## config.mk

```make
export PLATFORM = sky130hd
export DESIGN_NAME = pump_occlusion_detector_core
export DESIGN_NICKNAME = d
export VERILOG_FILES = /design/src/pod_pkg.sv /design/src/pump_occlusion_detector_core.sv
export VERILOG_INCLUDE_DIRS = /design/src /design/src/src
export SDC_FILE = /design/constraint.sdc
export NUM_CORES = 1
export LEC_CHECK = 0
export ABC_AREA = 0
export BUFFER_PORTS_ARGS = -buffer_cell sky130_fd_sc_hd__buf_2
export CAP_MARGIN = 20
export CORE_ASPECT_RATIO = 2
export CORE_UTILIZATION = 45
export CTS_CLUSTER_SIZE = 16
export DETAILED_ROUTE_END_ITERATION = 6
export PLACE_DENSITY = 0.72
export SLEW_MARGIN = 20
export SYNTH_ARGS = -nofsm -noshare
export SYNTH_HDL_FRONTEND = slang
export SYNTH_SLANG_ARGS = --single-unit
export TNS_END_PERCENT = 50
```

## constraint.sdc

```tcl
create_clock -name clk -period 8.55 [get_ports clk]
set_input_delay 1.2825 -clock clk [delete_from_list [all_inputs] [get_ports clk]]
set_output_delay 1.2825 -clock clk [all_outputs]
set_load 0.05 [all_outputs]
```

## src/pump_occlusion_detector_core_defines.svh

```systemverilog
// Assertion macros for the pump occlusion detector.
// Depends on nothing; taken in by pump_occlusion_detector_core, which carries the assertions.
`ifndef PUMP_OCCLUSION_DETECTOR_CORE_DEFINES_SVH
`define PUMP_OCCLUSION_DETECTOR_CORE_DEFINES_SVH

// Same-cycle implication, disabled during reset.
`define POD_ASSERT(lbl, clk_s, rst_s, ante, cons, msg) \
  lbl: assert property (@(posedge clk_s) disable iff (rst_s) (ante) |-> (cons)) else $error(msg);

// Next-cycle implication, disabled during reset.
`define POD_ASSERT_NEXT(lbl, clk_s, rst_s, ante, cons, msg) \
  lbl: assert property (@(posedge clk_s) disable iff (rst_s) (ante) |=> (cons)) else $error(msg);

`endif

```

## src/pod_pkg.sv

```systemverilog
// Shared types and constants for the pump occlusion detector.
// Depends on nothing; used by pump_occlusion_detector_core and its test bench.
package pod_pkg;

  localparam int CFG_WIDTH   = 24;
  localparam int FLOW_WIDTH  = 16;
  localparam int CTIME_WIDTH = 16;
  localparam int ARM_WIDTH   = 8;
  localparam int THR_WIDTH   = 24;
  localparam int CIDX_WIDTH  = 3;

  localparam logic [ARM_WIDTH-1:0] RISE_MAX = '1;

  // Register indexes of the configuration port
  typedef enum logic [CIDX_WIDTH-1:0] {
    CFG_LOW_FLOW_LIMIT      = 3'd0,
    CFG_HIGH_FLOW_LIMIT     = 3'd1,
    CFG_SAMPLE_INTERVAL     = 3'd2,
    CFG_RISE_ARM_COUNT      = 3'd3,
    CFG_SLOW_RISE_THRESHOLD = 3'd4,
    CFG_FAST_RISE_THRESHOLD = 3'd5,
    CFG_FAST_WINDOW         = 3'd6
  } cfg_index_t;

  typedef struct packed {
    logic [FLOW_WIDTH-1:0]  low_flow_limit;
    logic [FLOW_WIDTH-1:0]  high_flow_limit;
    logic [CTIME_WIDTH-1:0] sample_interval;
    logic [ARM_WIDTH-1:0]   rise_arm_count;
    logic [THR_WIDTH-1:0]   slow_rise_threshold;
    logic [THR_WIDTH-1:0]   fast_rise_threshold;
    logic [CTIME_WIDTH-1:0] fast_window;
  } cfg_regs_t;

  localparam cfg_regs_t CFG_RESET = '{
    low_flow_limit:      16'd1000,
    high_flow_limit:     16'd20000,
    sample_interval:     16'd100,
    rise_arm_count:      8'd60,
    slow_rise_threshold: 24'd800,
    fast_rise_threshold: 24'd800,
    fast_window:         16'd1500
  };

endpackage

```

## src/pump_occlusion_detector_core.sv

```systemverilog
// Pump occlusion and locked-rotor detector, top level.
// Depends on pod_pkg and pump_occlusion_detector_core_defines.svh.
//
// An accepted request has its result in the output register in the next cycle.
// Throughput: one request per cycle unless out_stall holds a full output; the state
// update and all compares sit between the detector state and output registers.
// Reset: rst (synchronous, active high) clears all detector state and the output
// valid, and loads the configuration registers with their default values.
`include "pump_occlusion_detector_core_defines.svh"

module pump_occlusion_detector_core #(
  parameter int SAMPLE_WIDTH = 24,
  parameter int TICK_WIDTH   = 16
) (
  input  logic                             clk,
  input  logic                             rst,
  // configuration write port
  input  logic                             cfg_write,
  input  logic [pod_pkg::CIDX_WIDTH-1:0]   cfg_index,
  input  logic [pod_pkg::CFG_WIDTH-1:0]    cfg_data,
  // request channel
  input  logic                             in_valid,
  output logic                             in_stall,
  input  logic [SAMPLE_WIDTH-1:0]          pressure_sample,
  input  logic [pod_pkg::FLOW_WIDTH-1:0]   set_flow,
  input  logic                             motor_enabled,
  input  logic                             calibrating,
  // result channel
  output logic                             out_valid,
  input  logic                             out_stall,
  output logic                             lock_flag,
  output logic                             stop_motor,
  output logic                             bridge_hiz
);

  // Widths at which ticks and rises meet the fixed-width registers
  localparam int TCMP_W = (TICK_WIDTH > pod_pkg::CTIME_WIDTH) ? TICK_WIDTH
                                                              : pod_pkg::CTIME_WIDTH;
  localparam int DCMP_W = (SAMPLE_WIDTH > pod_pkg::THR_WIDTH) ? SAMPLE_WIDTH
                                                              : pod_pkg::THR_WIDTH;

  pod_pkg::cfg_regs_t cfg;

  // Detector state
  logic [TICK_WIDTH-1:0]         tick_count,       tick_count_next;
  logic [SAMPLE_WIDTH-1:0]       previous_sample,  previous_sample_next;
  logic [SAMPLE_WIDTH-1:0]       reference_sample, reference_sample_next;
  logic [pod_pkg::ARM_WIDTH-1:0] rise_count,       rise_count_next;
  logic                          fast_armed,       fast_armed_next;
  logic                          lock_state,       lock_state_next;
  logic                          stop_next, hiz_next;

  logic                          accept;
  logic [TICK_WIDTH-1:0]         tick_inc;
  logic [pod_pkg::ARM_WIDTH-1:0] rise_inc;
  logic [SAMPLE_WIDTH-1:0]       slow_diff, fast_diff;
  logic                          run_ok, slow_mode, fast_mode;
  logic                          slow_due, slow_rise, fast_rise, fast_in_window;

  // Accept a new request whenever the output register is free or being emptied
  assign in_stall = out_valid && out_stall;
  assign accept   = in_valid && !in_stall;

  // Configuration writes; indexes beyond the list are dropped
  always_ff @(posedge clk) begin
    if (rst) begin
      cfg <= pod_pkg::CFG_RESET;
    end else if (cfg_write) begin
      unique case (pod_pkg::cfg_index_t'(cfg_index))
        pod_pkg::CFG_LOW_FLOW_LIMIT:
          cfg.low_flow_limit <= cfg_data[pod_pkg::FLOW_WIDTH-1:0];
        pod_pkg::CFG_HIGH_FLOW_LIMIT:
          cfg.high_flow_limit <= cfg_data[pod_pkg::FLOW_WIDTH-1:0];
        pod_pkg::CFG_SAMPLE_INTERVAL:
          cfg.sample_interval <= cfg_data[pod_pkg::CTIME_WIDTH-1:0];
        pod_pkg::CFG_RISE_ARM_COUNT:
          cfg.rise_arm_count <= cfg_data[pod_pkg::ARM_WIDTH-1:0];
        pod_pkg::CFG_SLOW_RISE_THRESHOLD:
          cfg.slow_rise_threshold <= cfg_data[pod_pkg::THR_WIDTH-1:0];
        pod_pkg::CFG_FAST_RISE_THRESHOLD:
          cfg.fast_rise_threshold <= cfg_data[pod_pkg::THR_WIDTH-1:0];
        pod_pkg::CFG_FAST_WINDOW:
          cfg.fast_window <= cfg_data[pod_pkg::CTIME_WIDTH-1:0];
        default: ;
      endcase
    end
  end

  // Tick counter advances every request, holding at its maximum
  assign tick_inc = (tick_count == '1) ? tick_count : tick_count + 1'b1;
  assign rise_inc = (rise_count == pod_pkg::RISE_MAX) ? rise_count : rise_count + 1'b1;

  // Mode selection: slow takes precedence over fast
  assign run_ok    = motor_enabled && !calibrating;
  assign slow_mode = run_ok && (set_flow < cfg.low_flow_limit);
  assign fast_mode = run_ok && !slow_mode && (set_flow < cfg.high_flow_limit);

  // Rise tests; a fall never counts, so the difference matters only when positive.
  // The reference can only be retaken when the count equals the arm count, which
  // excludes the lock compare, so the held reference is the right one to use.
  assign slow_due  = TCMP_W'(tick_inc) > TCMP_W'(cfg.sample_interval);
  assign slow_diff = pressure_sample - reference_sample;
  assign fast_diff = pressure_sample - previous_sample;
  assign slow_rise = (pressure_sample > reference_sample) &&
                     (DCMP_W'(slow_diff) > DCMP_W'(cfg.slow_rise_threshold));
  assign fast_rise = (pressure_sample > previous_sample) &&
                     (DCMP_W'(fast_diff) > DCMP_W'(cfg.fast_rise_threshold));
  assign fast_in_window = TCMP_W'(tick_inc) < TCMP_W'(cfg.fast_window);

  always_comb begin
    tick_count_next       = tick_inc;
    previous_sample_next  = previous_sample;
    reference_sample_next = reference_sample;
    rise_count_next       = rise_count;
    fast_armed_next       = fast_armed;
    lock_state_next       = lock_state;
    stop_next             = 1'b0;
    hiz_next              = 1'b0;

    if (slow_mode) begin
      if (slow_due) begin
        tick_count_next = '0;
        if (pressure_sample > previous_sample) begin
          rise_count_next = rise_inc;
          if (rise_inc == cfg.rise_arm_count) begin
            reference_sample_next = pressure_sample;
          end
          if ((rise_inc > cfg.rise_arm_count) && slow_rise) begin
            lock_state_next = 1'b1;
            stop_next       = 1'b1;
          end else begin
            lock_state_next = 1'b0;
          end
          previous_sample_next = pressure_sample;
        end else if (pressure_sample < previous_sample) begin
          // a fall restarts the run of rises and keeps the lock as it is
          rise_count_next      = '0;
          previous_sample_next = pressure_sample;
        end
      end
    end else if (fast_mode) begin
      if (!fast_armed) begin
        // take the baseline and restart the window
        previous_sample_next = pressure_sample;
        fast_armed_next      = 1'b1;
        tick_count_next      = '0;
      end else if (fast_rise && fast_in_window) begin
        lock_state_next = 1'b1;
        stop_next       = 1'b1;
        hiz_next        = 1'b1;
        fast_armed_next = 1'b0;
      end
    end
  end

  // Detector state, updated once per accepted request
  always_ff @(posedge clk) begin
    if (rst) begin
      tick_count       <= '0;
      previous_sample  <= '0;
      reference_sample <= '0;
      rise_count       <= '0;
      fast_armed       <= 1'b0;
      lock_state       <= 1'b0;
    end else if (accept) begin
      tick_count       <= tick_count_next;
      previous_sample  <= previous_sample_next;
      reference_sample <= reference_sample_next;
      rise_count       <= rise_count_next;
      fast_armed       <= fast_armed_next;
      lock_state       <= lock_state_next;
    end
  end

  // Output register: load on accept, drop once taken, hold while stalled
  always_ff @(posedge clk) begin
    if (rst) begin
      out_valid <= 1'b0;
    end else if (accept) begin
      out_valid <= 1'b1;
    end else if (!out_stall) begin
      out_valid <= 1'b0;
    end
  end

  always_ff @(posedge clk) begin
    if (accept) begin
      lock_flag  <= lock_state_next;
      stop_motor <= stop_next;
      bridge_hiz <= hiz_next;
    end
  end

  `POD_ASSERT_NEXT(a_accept_gives_result, clk, rst, accept, out_valid, "accepted request produced no result")
  `POD_ASSERT(a_stop_means_lock, clk, rst, out_valid && stop_motor, lock_flag, "stop pulse without lock flag")
  `POD_ASSERT(a_hiz_means_stop, clk, rst, out_valid && bridge_hiz, stop_motor, "bridge high impedance without stop pulse")
  `POD_ASSERT(a_disarm_on_trip, clk, rst, $fell(fast_armed) && !$past(rst), out_valid && bridge_hiz, "fast detector disarmed without a trip")

endmodule

```

==> load_flow_metrics.sql <==
INSERT INTO impl_metrics (metric_group, metric, value, unit) VALUES
('run_status', 'outcome', 'complete, no violations', ''),
('timing', 'rsz_0062_raised_after_global_routing', 'false', ''),
('pwr', 'power.ir.vdd_worst', '0.145', 'mV'),
('global_routing', 'largest_net_degree_at_the_start_of_global_routing', '91', ''),
('synthesis', 'yosysWarningCount', '0', ''),
('cts', 'htree_levels', '4', ''),
('drt', 'final_antenna_net_count', '0', ''),
('floorplan', 'die_footprint', '29700', 'µm²'),
('floorplan', 'floorplan.die.width', '122', 'µm'),
('floorplan', 'fp.coreArea', '28300', 'µm²'),
('synthesis', 'yosysTopAreaCellShare', '0.299', ''),
('global_routing', 'grt_overflow', '0', ''),
('layout', 'fillerInstances', '2851', ''),
('cts', 'clock_tree_from_tritoncts', 'done', ''),
('timing', 'fin_setup_tns', '0', 'ns'),
('timing', 'report.final.slew_viol_count', '0', ''),
('setup_path', 'regToRegEndpoint', 'lock_flag$_DFFE_PP_', ''),
('synthesis', 'postSynthRegisterBits', '198', ''),
('synthesis', 'yosysUniqueCellTypes', '63', ''),
('synthesis', 'synthTopCellsByArea', 'sky130_fd_sc_hd__dfxtp_1 30%, sky130_fd_sc_hd__ha_1 16%, sky130_fd_sc_hd__nand2_1 7.8%', ''),
('synthesis', 'async_reset_ff_frac', '0', ''),
('drt', 'wl_per_cell', '17.9', 'µm'),
('floorplan', 'i_o_pin_cnt', '79', ''),
('setup_path', 'timing.critical_path.to_type', 'flip-flop', ''),
('drt', 'viasPerCell', '5.62', ''),
('drt', 'detailroute.via_count', '11700', ''),
('layout', 'layout-drive-gt1-share', '0.0796', ''),
('min_path', 'hold_path.class', 'flip-flop to flip-flop', ''),
('timing', 'max_freq', '0.167', 'GHz'),
('cts', 'post_cts_resize_count', '0', ''),
('cts', 'clk-insertion-delay-late', '0.46', 'ns'),
('setup_path', 'worst_ep_required_time', '8.85', 'ns'),
('layout', 'ff_latch_area', '3990', 'µm²'),
('placed_design', 'place.detailed.hpwl', '29200', 'µm'),
('global_routing', 'grt_pass1_wl', '58900', 'µm'),
('timing', 'hold_viol', '0', ''),
('global_routing', 'via_count_of_the_first_global_routing_pass', '11800', ''),
('synthesis', 'synth-main-ff-cell', 'sky130_fd_sc_hd__dfxtp_1', ''),
('synthesis', 'post_synth_inst_count', '1675', ''),
('layout', 'layout_common_cells', '271 x sky130_fd_sc_hd__nand2_1, 195 x sky130_fd_sc_hd__dfxtp_1, 185 x sky130_fd_sc_hd__inv_1', ''),
('global_routing', 'all_layer_gr_usage', '0.259', ''),
('setup_path', 'worst_ep_arrival_time', '6.28', 'ns'),
('timing', 'worstMarginPinSlew', '1.14', 'ns'),
('cts', 'cts.hold.buffers_added', '0', ''),
('synthesis', 'sequential_fraction_of_the_synthesis_area', '0.306', ''),
('pwr', 'pwr_density_cell', '156', 'nW/µm²'),
('placed_design', 'io_buffer_count', '78', ''),
('cts', 'total_clock_sinks', '198', ''),
('timing', 'final_period_minus_worst_setup_slack', '5.98', 'ns'),
('run', 'maxCapViolCount', '0', ''),
('setup_path', 'cp-start-kind', 'primary input', ''),
('drt', 'detail_route.first_pass.iterations', '5', ''),
('setup_path', 'regToRegSetupSlack', '3.17', 'ns'),
('timing', 'rel_slew_slack', '0.232', ''),
('setup_path', 'worstReg2RegStart', 'reference_sample[2]$_SDFFE_PP0P_', ''),
('cts', 'worst_setup_hold_path_clk_slew', '0.07', 'ns'),
('min_path', 'min_from', 'cfg[100]$_SDFFE_PP0P_', ''),
('drt', 'post-route-drc-count', '0', ''),
('synthesis', 'synth_edf_count', '3', ''),
('synthesis', 'synth_top_cell_by_area', 'sky130_fd_sc_hd__dfxtp_1', ''),
('synthesis', 'post_synth.cell_area_avg', '7.79', 'µm²'),
('floorplan', 'initial_utilization', '0.461', ''),
('layout', 'multi_input_area', '8100', 'µm²'),
('floorplan', 'floorplan.rows', '87', ''),
('floorplan', 'die_y', '243', 'µm'),
('layout', 'antenna-diode-count', '0', ''),
('drt', 'drt_wl_total', '37300', 'µm'),
('layout', 'fin_nets', '1964', ''),
('timing', 'timing.final.crit_share', '0.700', ''),
('min_path', 'min_delay_path_depth', '2', ''),
('setup_path', 'crit_path_max_fanout', '5', '');
==> logic make-up after synthesis <==
| group | after synthesis | share of synthesized area |
|---|---|---|
| simple gates | 570 | 0.198 |
| compound gates | 380 | 0.177 |
| buf+inv | 246 | 0.0750 |
| flops | 198 | 0.306 |
| fa+ha+maj | 169 | 0.163 |
| xor+xnor | 56 | 0.0376 |
| mux | 56 | 0.0432 |
==> flip-flops by register name, indices dropped and copies added, names as in the netlist <==
| name | count |
|---|---|
| reference_sample | 24 |
| tick_count | 16 |
| bridge_hiz | 1 |
| lock_state | 1 |
| lock_flag | 1 |
| out_valid | 1 |
| rise_count | 8 |
| cfg | 120 |
| stop_motor | 1 |
| fast_armed | 1 |
| previous_sample | 24 |
==> where the power goes <==
part / switching (mW) / leakage (nW) / total (mW) / internal (mW)
registers: 0.00871 / 1.61 / 0.950 / 0.941
clock network: 0.367 / 0.319 / 0.918 / 0.551
logic: 0.236 / 3.94 / 0.377 / 0.141
==> routing by layer <==
metal  up-vias  wire (µm)  global-route usage
met4         0       2530               0.173
met5         -          0                   0
li1       5842          -                   -
met3       114       1030              0.0378
met1      5523      13100               0.241
met2       268      20700               0.499
==> cell type report <==
class / instances / share of cell area
clock inverters: 11 / 0.0136
clock buffers: 20 / 0.0333
multi-input cells: 1231 / 0.563
well taps: 356 / 0.0310
inverters: 185 / 0.0483
flip-flops and latches: 198 / 0.278
repair buffers: 88 / 0.0326
==> cells in the mapped netlist (3+ instances only) <==
library cell / n
sky130_fd_sc_hd__nor3_1: 20
sky130_fd_sc_hd__nand2b_1: 18
sky130_fd_sc_hd__o21ai_0: 58
sky130_fd_sc_hd__nor2_1: 110
sky130_fd_sc_hd__nor2b_1: 17
sky130_fd_sc_hd__clkbuf_1: 55
sky130_fd_sc_hd__xnor2_1: 32
sky130_fd_sc_hd__a2111oi_0: 6
sky130_fd_sc_hd__a211o_1: 4
sky130_fd_sc_hd__dfxtp_1: 195
sky130_fd_sc_hd__o211ai_1: 37
sky130_fd_sc_hd__nor4_1: 6
sky130_fd_sc_hd__o31ai_1: 5
sky130_fd_sc_hd__or3_1: 5
sky130_fd_sc_hd__o31a_1: 4
sky130_fd_sc_hd__xor2_1: 24
sky130_fd_sc_hd__and3_1: 15
sky130_fd_sc_hd__inv_1: 185
sky130_fd_sc_hd__o21a_1: 12
sky130_fd_sc_hd__ha_1: 167
sky130_fd_sc_hd__o211a_1: 3
sky130_fd_sc_hd__a21oi_1: 175
sky130_fd_sc_hd__edfxtp_1: 3
sky130_fd_sc_hd__mux2i_1: 53
sky130_fd_sc_hd__a31oi_1: 9
sky130_fd_sc_hd__nand3_1: 47
sky130_fd_sc_hd__and2_1: 6
sky130_fd_sc_hd__o21bai_1: 9
sky130_fd_sc_hd__o41ai_1: 3
sky130_fd_sc_hd__mux2_1: 3
sky130_fd_sc_hd__or2_2: 5
sky130_fd_sc_hd__a211oi_1: 12
sky130_fd_sc_hd__nand4_1: 37
sky130_fd_sc_hd__nand2_1: 271
sky130_fd_sc_hd__a21boi_0: 4
sky130_fd_sc_hd__a21o_1: 22
==> worst max-delay path by stage <==
stage	depth (start not counted)	slack, ns	end	start
2_1_floorplan	18	3.34	lock_flag$_DFFE_PP_	pressure_sample[1]
3_3_place_gp	21	2.45	lock_flag$_DFFE_PP_	pressure_sample[0]
5_1_grt	21	2.02	lock_flag$_DFFE_PP_	pressure_sample[0]
3_5_place_dp	19	2.30	lock_flag$_DFFE_PP_	pressure_sample[2]
4_1_cts	19	2.77	lock_flag$_DFFE_PP_	pressure_sample[2]
6_report	19	2.57	lock_flag$_DFFE_PP_	pressure_sample[2]
==> critical path, cell delays in order <==
cell,delay [ns]
sky130_fd_sc_hd__buf_2,0.13
sky130_fd_sc_hd__ha_1,0.36
sky130_fd_sc_hd__nor2b_1,0.17
sky130_fd_sc_hd__o31a_1,0.28
sky130_fd_sc_hd__o41ai_1,0.67
sky130_fd_sc_hd__o22ai_1,0.28
sky130_fd_sc_hd__o21ai_0,0.53
sky130_fd_sc_hd__o211ai_1,0.15
sky130_fd_sc_hd__o211ai_1,0.13
sky130_fd_sc_hd__xnor2_1,0.10
sky130_fd_sc_hd__ha_1,0.29
sky130_fd_sc_hd__nand3_1,0.11
sky130_fd_sc_hd__nor2_1,0.11
sky130_fd_sc_hd__nand2_1,0.10
sky130_fd_sc_hd__a2111oi_0,0.49
sky130_fd_sc_hd__a211oi_1,0.15
sky130_fd_sc_hd__a2111oi_0,0.63
sky130_fd_sc_hd__nor2_1,0.14
sky130_fd_sc_hd__o21ai_0,0.18
==> through the flow <==
stage | instances | hold WS [ns] | util | setup slack (ns) | instance area [µm²]
global placement | 2057 | 0.441 | 0.484 | 2.45 | 13700
floorplan | 1675 | 0.432 | - | 3.34 | 13100
CTS | 2088 | 0.456 | 0.507 | 2.77 | 14400
detailed placement | 2057 | 0.447 | 0.484 | 2.30 | 13700
global route | 2089 | 0.472 | 0.508 | 2.02 | 14400
finish | 2089 | 0.454 | 0.508 | 2.57 | 14400
Power figures use the tool's default switching activity.
